## src/hw/rtl/sliding_window_maximum_top_defines.svh

```systemverilog
// assertion macros for the sliding window maximum block
`ifndef SLIDING_WINDOW_MAXIMUM_TOP_DEFINES_SVH
`define SLIDING_WINDOW_MAXIMUM_TOP_DEFINES_SVH

`ifndef SYNTHESIS

// same-cycle implication, checked on clk outside reset
`define SWM_ASSERT_IMPL(lbl, ante, cons) \
  lbl: assert property (@(posedge clk) disable iff (rst) (ante) |-> (cons)) \
    else $error("swm assertion failed");

// next-cycle implication, checked on clk outside reset
`define SWM_ASSERT_NEXT(lbl, ante, cons) \
  lbl: assert property (@(posedge clk) disable iff (rst) (ante) |=> (cons)) \
    else $error("swm assertion failed");

`else

`define SWM_ASSERT_IMPL(lbl, ante, cons)
`define SWM_ASSERT_NEXT(lbl, ante, cons)

`endif

`endif

```

## src/hw/rtl/swm_pkg.sv

```systemverilog
// shared types and constants for the sliding window maximum block
`default_nettype none

package swm_pkg;

  // width of the window size register
  localparam int CFG_W = 7;
  // width of the result field
  localparam int OUT_W = 16;

  // commands from the controller to the datapath
  typedef struct packed {
    logic accept;      // latch input beat, apply restart
    logic rd_front;    // read queue front entry
    logic rd_back;     // read queue back entry
    logic drop_front;  // pop aged front entry
    logic keep_front;  // remember front value
    logic drop_back;   // pop smaller back entry
    logic append;      // push new sample, advance counters
    logic load_out;    // load result register
  } swm_cmd_t;

  // status from the datapath to the controller
  typedef struct packed {
    logic empty;       // queue holds no entry
    logic aged;        // entry just read has left the window
    logic smaller;     // entry just read is below the new sample
    logic emit;        // window full after this sample
    logic out_busy;    // result register still occupied next cycle
  } swm_status_t;

endpackage

`default_nettype wire

```

## src/hw/rtl/swm_ctrl.sv

```systemverilog
// controller state machine sequencing the queue updates for one sample
`default_nettype none

module swm_ctrl (
  input  wire logic               clk,
  input  wire logic               rst,
  input  wire logic               in_valid,
  output logic                    in_ready,
  input  wire swm_pkg::swm_status_t sts,
  output swm_pkg::swm_cmd_t       cmd
);

  typedef enum logic [2:0] {
    S_IDLE,
    S_FRONT_REQ,
    S_FRONT_CHK,
    S_BACK_REQ,
    S_BACK_CHK,
    S_APPEND,
    S_EMIT
  } state_t;

  state_t state;
  state_t state_next;

  assign in_ready = (state == S_IDLE);

  // next state and commands
  always_comb begin
    state_next = state;
    cmd        = '0;
    case (state)
      S_IDLE: begin
        if (in_valid) begin
          cmd.accept = 1'b1;
          state_next = S_FRONT_REQ;
        end
      end
      S_FRONT_REQ: begin
        if (sts.empty) begin
          state_next = S_BACK_REQ;
        end else begin
          cmd.rd_front = 1'b1;
          state_next   = S_FRONT_CHK;
        end
      end
      S_FRONT_CHK: begin
        if (sts.aged) begin
          cmd.drop_front = 1'b1;
          state_next     = S_FRONT_REQ;
        end else begin
          cmd.keep_front = 1'b1;
          state_next     = S_BACK_REQ;
        end
      end
      S_BACK_REQ: begin
        if (sts.empty) begin
          state_next = S_APPEND;
        end else begin
          cmd.rd_back = 1'b1;
          state_next  = S_BACK_CHK;
        end
      end
      S_BACK_CHK: begin
        if (sts.smaller) begin
          cmd.drop_back = 1'b1;
          state_next    = S_BACK_REQ;
        end else begin
          state_next = S_APPEND;
        end
      end
      S_APPEND: begin
        cmd.append = 1'b1;
        state_next = sts.emit ? S_EMIT : S_IDLE;
      end
      S_EMIT: begin
        if (!sts.out_busy) begin
          cmd.load_out = 1'b1;
          state_next   = S_IDLE;
        end
      end
      default: begin
        state_next = S_IDLE;
      end
    endcase
  end

  // state register
  always_ff @(posedge clk) begin
    if (rst) begin
      state <= S_IDLE;
    end else begin
      state <= state_next;
    end
  end

endmodule

`default_nettype wire

```

## src/hw/rtl/swm_dp.sv

```systemverilog
// datapath: candidate queue memory, pointers, counters and result register
`default_nettype none
`include "sliding_window_maximum_top_defines.svh"

module swm_dp #(
  parameter int WINDOW_MAX   = 64,
  parameter int SAMPLE_WIDTH = 16
) (
  input  wire logic                      clk,
  input  wire logic                      rst,
  input  wire logic                      cfg_wr_en,
  input  wire logic [swm_pkg::CFG_W-1:0] cfg_wr_data,
  input  wire logic [SAMPLE_WIDTH-1:0]   sample,
  input  wire logic                      restart,
  input  wire swm_pkg::swm_cmd_t         cmd,
  output swm_pkg::swm_status_t           sts,
  output logic                           out_valid,
  input  wire logic                      out_ready,
  output logic [swm_pkg::OUT_W-1:0]      window_max
);

  localparam int AW     = $clog2(WINDOW_MAX);
  localparam int CW     = $clog2(WINDOW_MAX + 1);
  localparam int PW     = $clog2(2 * WINDOW_MAX);
  localparam int KW     = swm_pkg::CFG_W;
  localparam int AGW    = (PW > KW) ? PW : KW;

  // queue storage
  logic [SAMPLE_WIDTH-1:0] mem_val [WINDOW_MAX];
  logic [PW-1:0]           mem_pos [WINDOW_MAX];

  logic [KW-1:0]           window_size;
  logic [AW-1:0]           head;
  logic [CW-1:0]           count;
  logic [PW-1:0]           pos;
  logic [KW-1:0]           seen;
  logic [SAMPLE_WIDTH-1:0] cur_val;
  logic [SAMPLE_WIDTH-1:0] front_val;
  logic [SAMPLE_WIDTH-1:0] rd_val;
  logic [PW-1:0]           rd_pos;
  logic [swm_pkg::OUT_W-1:0] out_val;

  logic [KW-1:0]           k;
  logic [KW-1:0]           seen_next;
  logic [PW-1:0]           pos_next;
  logic [PW:0]             age;
  logic [AW-1:0]           rd_addr;
  logic [AW-1:0]           wr_addr;

  // ring index: head plus offset, offset below the depth
  function automatic logic [AW-1:0] wrap(input logic [AW-1:0] base,
                                         input logic [CW-1:0] off);
    logic [CW:0] s;
    s = (CW+1)'(base) + (CW+1)'(off);
    if (s >= (CW+1)'(WINDOW_MAX)) begin
      s = s - (CW+1)'(WINDOW_MAX);
    end
    return AW'(s);
  endfunction

  // effective window: zero reads as one, clamp at the depth
  always_comb begin
    k = window_size;
    if (window_size == '0) begin
      k = KW'(1);
    end else if (32'(window_size) > WINDOW_MAX) begin
      k = KW'(WINDOW_MAX);
    end
  end

  // age of the entry just read, modulo twice the depth
  always_comb begin
    if (rd_pos <= pos) begin
      age = (PW+1)'(pos) - (PW+1)'(rd_pos);
    end else begin
      age = (PW+1)'(pos) + (PW+1)'(2 * WINDOW_MAX) - (PW+1)'(rd_pos);
    end
  end

  assign seen_next = (seen >= k) ? k : seen + KW'(1);
  assign pos_next  = (pos == PW'(2 * WINDOW_MAX - 1)) ? '0 : pos + PW'(1);
  assign rd_addr   = cmd.rd_front ? head : wrap(head, count - CW'(1));
  assign wr_addr   = wrap(head, count);

  // status
  always_comb begin
    sts.empty    = (count == '0);
    sts.aged     = (AGW'(age) >= AGW'(k));
    sts.smaller  = ($signed(rd_val) < $signed(cur_val));
    sts.emit     = (seen_next >= k);
    sts.out_busy = out_valid && !out_ready;
  end

  // queue memory, one write and one registered read port
  always_ff @(posedge clk) begin
    if (cmd.append) begin
      mem_val[wr_addr] <= cur_val;
      mem_pos[wr_addr] <= pos;
    end
    if (cmd.rd_front || cmd.rd_back) begin
      rd_val <= mem_val[rd_addr];
      rd_pos <= mem_pos[rd_addr];
    end
  end

  // control state: window register, pointers and counters
  always_ff @(posedge clk) begin
    if (rst) begin
      window_size <= KW'(1);
      head        <= '0;
      count       <= '0;
      pos         <= '0;
      seen        <= '0;
    end else begin
      if (cfg_wr_en) begin
        window_size <= cfg_wr_data;
      end
      if (cmd.accept && restart) begin
        head  <= '0;
        count <= '0;
        pos   <= '0;
        seen  <= '0;
      end
      if (cmd.drop_front) begin
        head  <= wrap(head, CW'(1));
        count <= count - CW'(1);
      end
      if (cmd.drop_back) begin
        count <= count - CW'(1);
      end
      if (cmd.append) begin
        count <= count + CW'(1);
        pos   <= pos_next;
        seen  <= seen_next;
      end
    end
  end

  // sample and front value holding
  always_ff @(posedge clk) begin
    if (cmd.accept) begin
      cur_val <= sample;
    end
    if (cmd.keep_front) begin
      front_val <= rd_val;
    end
  end

  // result register: a lone entry is the new sample itself
  always_ff @(posedge clk) begin
    if (rst) begin
      out_valid <= 1'b0;
    end else if (cmd.load_out) begin
      out_valid <= 1'b1;
    end else if (out_ready) begin
      out_valid <= 1'b0;
    end
  end

  always_ff @(posedge clk) begin
    if (cmd.load_out) begin
      out_val <= (count == CW'(1)) ? swm_pkg::OUT_W'(cur_val)
                                   : swm_pkg::OUT_W'(front_val);
    end
  end

  assign window_max = out_val;

  // checks
  `SWM_ASSERT_IMPL(a_append_room, cmd.append, count < CW'(WINDOW_MAX))
  `SWM_ASSERT_IMPL(a_load_nonempty, cmd.load_out, count != '0)
  `SWM_ASSERT_IMPL(a_pop_nonempty, cmd.drop_front || cmd.drop_back, count != '0)
  `SWM_ASSERT_NEXT(a_load_shows, cmd.load_out, out_valid)

endmodule

`default_nettype wire

```

## src/hw/rtl/sliding_window_maximum_top.sv

```systemverilog
// Sliding window maximum over a signed sample stream.
// Input channel: in_valid/in_ready carry one beat of sample and restart.
// Output channel: out_valid/out_ready carry one beat of window_max, given
// once at least window_size samples have arrived since the last restart.
// Configuration: cfg_wr_en writes cfg_wr_data into window_size at once.
// One sample at a time is processed by a controller stepping through a
// queue memory with one read port and a registered read:
//   it reads and pops aged front entries, keeps the surviving front
//   value, reads and pops back entries below the new sample, appends
//   the sample and, when a result is made, loads the result register;
// the worst case grows with window_size since each queue entry costs
// one read and one compare.
// The result leaves from its own register, so the next sample is taken
// while a result still waits; the block stalls only when a new result is
// ready and the old one has not yet been taken.
// Reset empties the queue, clears the counters and sets window_size to 1;
// the memory needs no clearing pass.
`default_nettype none

module sliding_window_maximum_top #(
  parameter int WINDOW_MAX   = 64,
  parameter int SAMPLE_WIDTH = 16
) (
  input  wire logic                      clk,
  input  wire logic                      rst,
  input  wire logic                      cfg_wr_en,
  input  wire logic [swm_pkg::CFG_W-1:0] cfg_wr_data,
  input  wire logic                      in_valid,
  output logic                           in_ready,
  input  wire logic [SAMPLE_WIDTH-1:0]   sample,
  input  wire logic                      restart,
  output logic                           out_valid,
  input  wire logic                      out_ready,
  output logic [swm_pkg::OUT_W-1:0]      window_max
);

  swm_pkg::swm_cmd_t    cmd;
  swm_pkg::swm_status_t sts;

  // sequencer
  swm_ctrl u_ctrl (
    .clk      (clk),
    .rst      (rst),
    .in_valid (in_valid),
    .in_ready (in_ready),
    .sts      (sts),
    .cmd      (cmd)
  );

  // queue and counters
  swm_dp #(
    .WINDOW_MAX   (WINDOW_MAX),
    .SAMPLE_WIDTH (SAMPLE_WIDTH)
  ) u_dp (
    .clk         (clk),
    .rst         (rst),
    .cfg_wr_en   (cfg_wr_en),
    .cfg_wr_data (cfg_wr_data),
    .sample      (sample),
    .restart     (restart),
    .cmd         (cmd),
    .sts         (sts),
    .out_valid   (out_valid),
    .out_ready   (out_ready),
    .window_max  (window_max)
  );

endmodule

`default_nettype wire
```

## config.mk

```make
export PLATFORM = sky130hd
export DESIGN_NAME = sliding_window_maximum_top
export DESIGN_NICKNAME = d
export VERILOG_FILES = /design/src/hw/rtl/swm_pkg.sv /design/src/hw/rtl/swm_ctrl.sv /design/src/hw/rtl/swm_dp.sv /design/src/hw/rtl/sliding_window_maximum_top.sv
export VERILOG_INCLUDE_DIRS = /design/src /design/src/hw/rtl
export SDC_FILE = /design/constraint.sdc
export NUM_CORES = 2
export LEC_CHECK = 0
export BUFFER_PORTS_ARGS = -buffer_cell sky130_fd_sc_hd__buf_2
export CORE_MARGIN = 4
export CORE_UTILIZATION = 50
export DETAILED_ROUTE_END_ITERATION = 12
export PLACE_DENSITY = 0.66
export RECOVER_POWER = 25
export SLEW_MARGIN = 0
export SYNTH_ARGS = -nofsm -noshare
export SYNTH_HDL_FRONTEND = slang
export SYNTH_SLANG_ARGS = --single-unit
export TNS_END_PERCENT = 5
```

## constraint.sdc

```tcl
create_clock -name clk -period 5.7 [get_ports clk]
set_input_delay 1.14 -clock clk [delete_from_list [all_inputs] [get_ports clk]]
set_output_delay 1.14 -clock clk [all_outputs]
set_load 0.05 [all_outputs]
```

==> qor.log <==
qor: floorplan.die_h 368.4 um
qor: worst_setup_path.critPathBufInv 2
qor: finish.flow.area_growth_from_synthesis 12.24%
qor: routing.route.final.wire_length 150,800 um
qor: timing.unrepaired_setup_endpoints_after_global_routing no
qor: worst_setup_path.critical_path.max_stage_delay 1.30 ns
qor: worst_setup_path.reg2reg_setup_slack 0.85 ns
qor: global_routing.vias_in_the_first_global_route 31,460
qor: placement.place.detailed.hpwl 81,590 um
qor: timing.clock.fmax 0.2062 GHz
qor: worst_setup_path.rr_endpoint u_dp.count[3]
qor: timing.timing.slew.headroom -128.2%
qor: synth.synth_commonest_cells 1,543 x sky130_fd_sc_hd__edfxtp_1, 1,121 x sky130_fd_sc_hd__mux2i_1, 127 x sky130_fd_sc_hd__buf_2, 113 x sky130_fd_sc_hd__nor2_1, 92 x sky130_fd_sc_hd__mux4_2
qor: worst_setup_path.timing.critical_path.depth 16
qor: worst_hold_path.hold_end u_dp.front_val[7]
qor: timing.drv_slew 686
qor: synth.synth_fp_nets 3,650
qor: worst_setup_path.cp_max_fo 37
qor: floorplan.ios 47
qor: clock_network.cts-htree-levels 4
qor: run_status.violations max-capacitance violations, max-slew violations
qor: synth.synth_seq_area_share 72.53%
qor: floorplan.die_area 0.1357 mm2
qor: global_routing.grt_max_degree 94
qor: routing.drt_iter0_drc 3,040
qor: timing.min_period_over_period 85.08%
qor: clock_network.clk_transition_reported_paths 0.06 ns
qor: global_routing.gr-usage-all-layers 22.00%
qor: placement.preCtsSetupSlack 1.006 ns
qor: routing.number_of_vias_per_cell 5.754
qor: worst_hold_path.min_delay_path_depth 0
qor: global_routing.grt_pass1_wl 215,900 um
qor: clock_network.cts-buffers-inserted 162
qor: clock_network.post_cts_resize_count 0
qor: finish.instances_no_fill 5,591
qor: timing.finalSetupViolations 0
qor: worst_hold_path.hold_path_startpoint u_dp.rd_val[7]
qor: clock_network.insertion_delay_of_the_later_clocked_pin_in_the_worst_skew_pair 0.78 ns
qor: timing.fin_worst_skew 0.03331 ns
qor: finish.drive_gt1_share 14.20%
qor: worst_setup_path.r2r_start u_dp.pos[1]
qor: worst_hold_path.holdCritPathClass reg -> reg
qor: synth.netlist.top_cell.by_area sky130_fd_sc_hd__edfxtp_1
qor: synth.syn_area_per_cell 18.24 um2
qor: flow_run.timing.max_cap.violations 11
qor: routing.wl_per_cell 26.98 um
qor: clock_network.post_cts_repair_setup_buffers 0
qor: worst_setup_path.critPathLaunchType flop
qor: run_status.status finished, violations left
qor: timing.timing.final.crit_period 4.850 ns
qor: global_routing.global_route_congestion_overflow_total 0
qor: worst_setup_path.cp_data_required_time 6.38 ns
qor: worst_setup_path.reg2reg_depth 16
qor: global_routing.antenna_violations_before_repair 11
qor: routing.antenna_violating_nets_left 0
qor: finish.finalNetCount 3,813
qor: clock_network.cts.sink_count 1,581
qor: placement.io_buffer_count 46
qor: synth.post-synth-top-area-fraction 71.36%
qor: finish.final_cell_area 0.07288 mm2
qor: synth.synth-warning-count 0
qor: synth.synth.most_common_cell sky130_fd_sc_hd__edfxtp_1
qor: synth.syn_inst 3,560
qor: worst_setup_path.endpoint_kind flop
qor: timing.tns 0 ns
qor: worst_setup_path.path_cells buf_4, fa_1, a21oi_1, nor2_1, nor2_1, o21bai_1, a21oi_1, xnor2_1, ha_1, nand2_1, o31ai_1, nand3b_1, a21oi_1, buf_4, mux2_2, o21ai_0
qor: synth.ys.flop_type sky130_fd_sc_hd__edfxtp_1
qor: placement.placedCellCount 5,288
qor: clock_network.tritoncts done
qor: routing.tritonroute_pass_1_iters 6
qor: synth.synth_edf_count 1,543
qor: placement.place.gp.congestion 0.9269
qor: timing.worst_slew_pin_slew 3.423 ns
qor: synth.synth_async_sr_flop_share 0%
qor: floorplan.placementRows 131
qor: floorplan.core-area 0.1283 mm2
qor: worst_setup_path.criticalPathCategory reg -> reg
qor: synth.netlist_area 0.06493 mm2
qor: synth.synth.ff_latch_count 1,581
qor: floorplan.dieWidth 368.4 um
qor: floorplan.initial_core_util 50.59%
qor: timing.final_critical_path_setup_slack 0.8503 ns
qor: routing.post-route-drc-count 0
qor: worst_setup_path.cp_data_arrival_time 5.53 ns
qor: worst_setup_path.cpLargestDelayFamily flip-flops
qor: clock_network.holdBufCountCts 0
qor: worst_setup_path.critPathMostFrequentCell sky130_fd_sc_hd__a21oi_1
qor: clock_network.clock_tree.buffer_depth 3
qor: synth.synth.distinct_cells 59
qor: routing.routed-via-count 32,170
qor: clock_network.cts.root.buffer_cell sky130_fd_sc_hd__clkbuf_16
qor: timing.timing.final.hold_violations 0
qor: synth.synth_area_leaders sky130_fd_sc_hd__edfxtp_1 71%, sky130_fd_sc_hd__mux2i_1 17%, sky130_fd_sc_hd__mux4_2 3.2%, sky130_fd_sc_hd__dfxtp_1 1.2%, sky130_fd_sc_hd__ha_1 1.1%
qor: worst_setup_path.timing.critical_path.slowest_stage_cell sky130_fd_sc_hd__dfxtp_1
qor: placement.postPlaceCellArea 0.06786 mm2
-- registers in the layout (all words and copies together), names as in the netlist, 16 cells and up --
| register | cells |
|---|---|
| u_dp.front_val | 16 |
| u_dp.mem_pos | 448 |
| u_dp.cur_val | 16 |
| u_dp.rd_val | 16 |
| u_dp.window_max | 16 |
| u_dp.mem_val | 1024 |
-- worst max path at each step --
| stage | endpoint | startpoint | slack (ns) |
|---|---|---|---|
| 2_1_floorplan | u_dp.front_val[0] | u_dp.pos[0] | 1.25 |
| 3_3_place_gp | u_ctrl.state[2] | u_dp.window_size[1] | 0.97 |
| 3_5_place_dp | u_dp.rd_pos[3] | u_dp.count[0] | 1.01 |
| 4_1_cts | u_dp.rd_pos[3] | u_dp.count[0] | 1.02 |
| 5_1_grt | u_dp.count[3] | u_dp.pos[1] | 0.47 |
| 6_report | u_dp.count[3] | u_dp.pos[1] | 0.85 |
-- stage by stage --
stage               hold slack (ns)  utilization (%)
CTS                          0.4607            56.83
detailed placement           0.4442            52.87
floorplan                    0.4168                -
global placement             0.4421            52.87
global route                 0.4728            56.78
finish                       0.4662            56.79
-- routing by layer --
layer  vias up  GRT usage [%]  part of all wire, %
met1     16540          30.98                   43
met3       212          4.892                  7.4
met5         -              0                    0
met2       999          34.72                   47
met4         0          6.337                  2.6
li1      14420              -                    -
-- logic make-up after synthesis --
| group | after synthesis | synth area share (%) |
|---|---|---|
| adders and majority gates | 61 | 1.210 |
| and+or+nand+nor | 277 | 1.950 |
| DFF | 1581 | 72.53 |
| buffers and inverters | 221 | 1.609 |
| muxes | 1217 | 20.54 |
| xor gates and xnor gates | 30 | 0.4047 |
| AOI/OAI and AO/OA | 173 | 1.754 |
-- layout by cell type (no fill, tap or decap), drive strengths merged, types with 11 or more instances in the layout --
cell,n
edfxtp,1543
mux2i,1121
clkbuf,225
buf,157
nor2,113
mux4,92
nand2,77
clkinv,68
ha,58
inv,53
a22oi,48
dfxtp,38
o21ai,37
a21oi,34
xnor2,23
a21o,18
nand3,15
nor2b,14
nand2b,11
bufinv,11
-- area by class of cell --
cell class              instances  area (um2)
diodes                          2       5.005
clock buffers                 209        4283
clock inverters                92       795.8
fillers                      9644       55460
inverters                      47       176.4
multi-input cells            1758       17010
flip-flops and latches       1581       47100
well taps                    1729        2163
repair buffers                173        1356
Power is not shown: default switching activity piles up to over one toggle a cycle in this logic, so the estimate is an artifact.
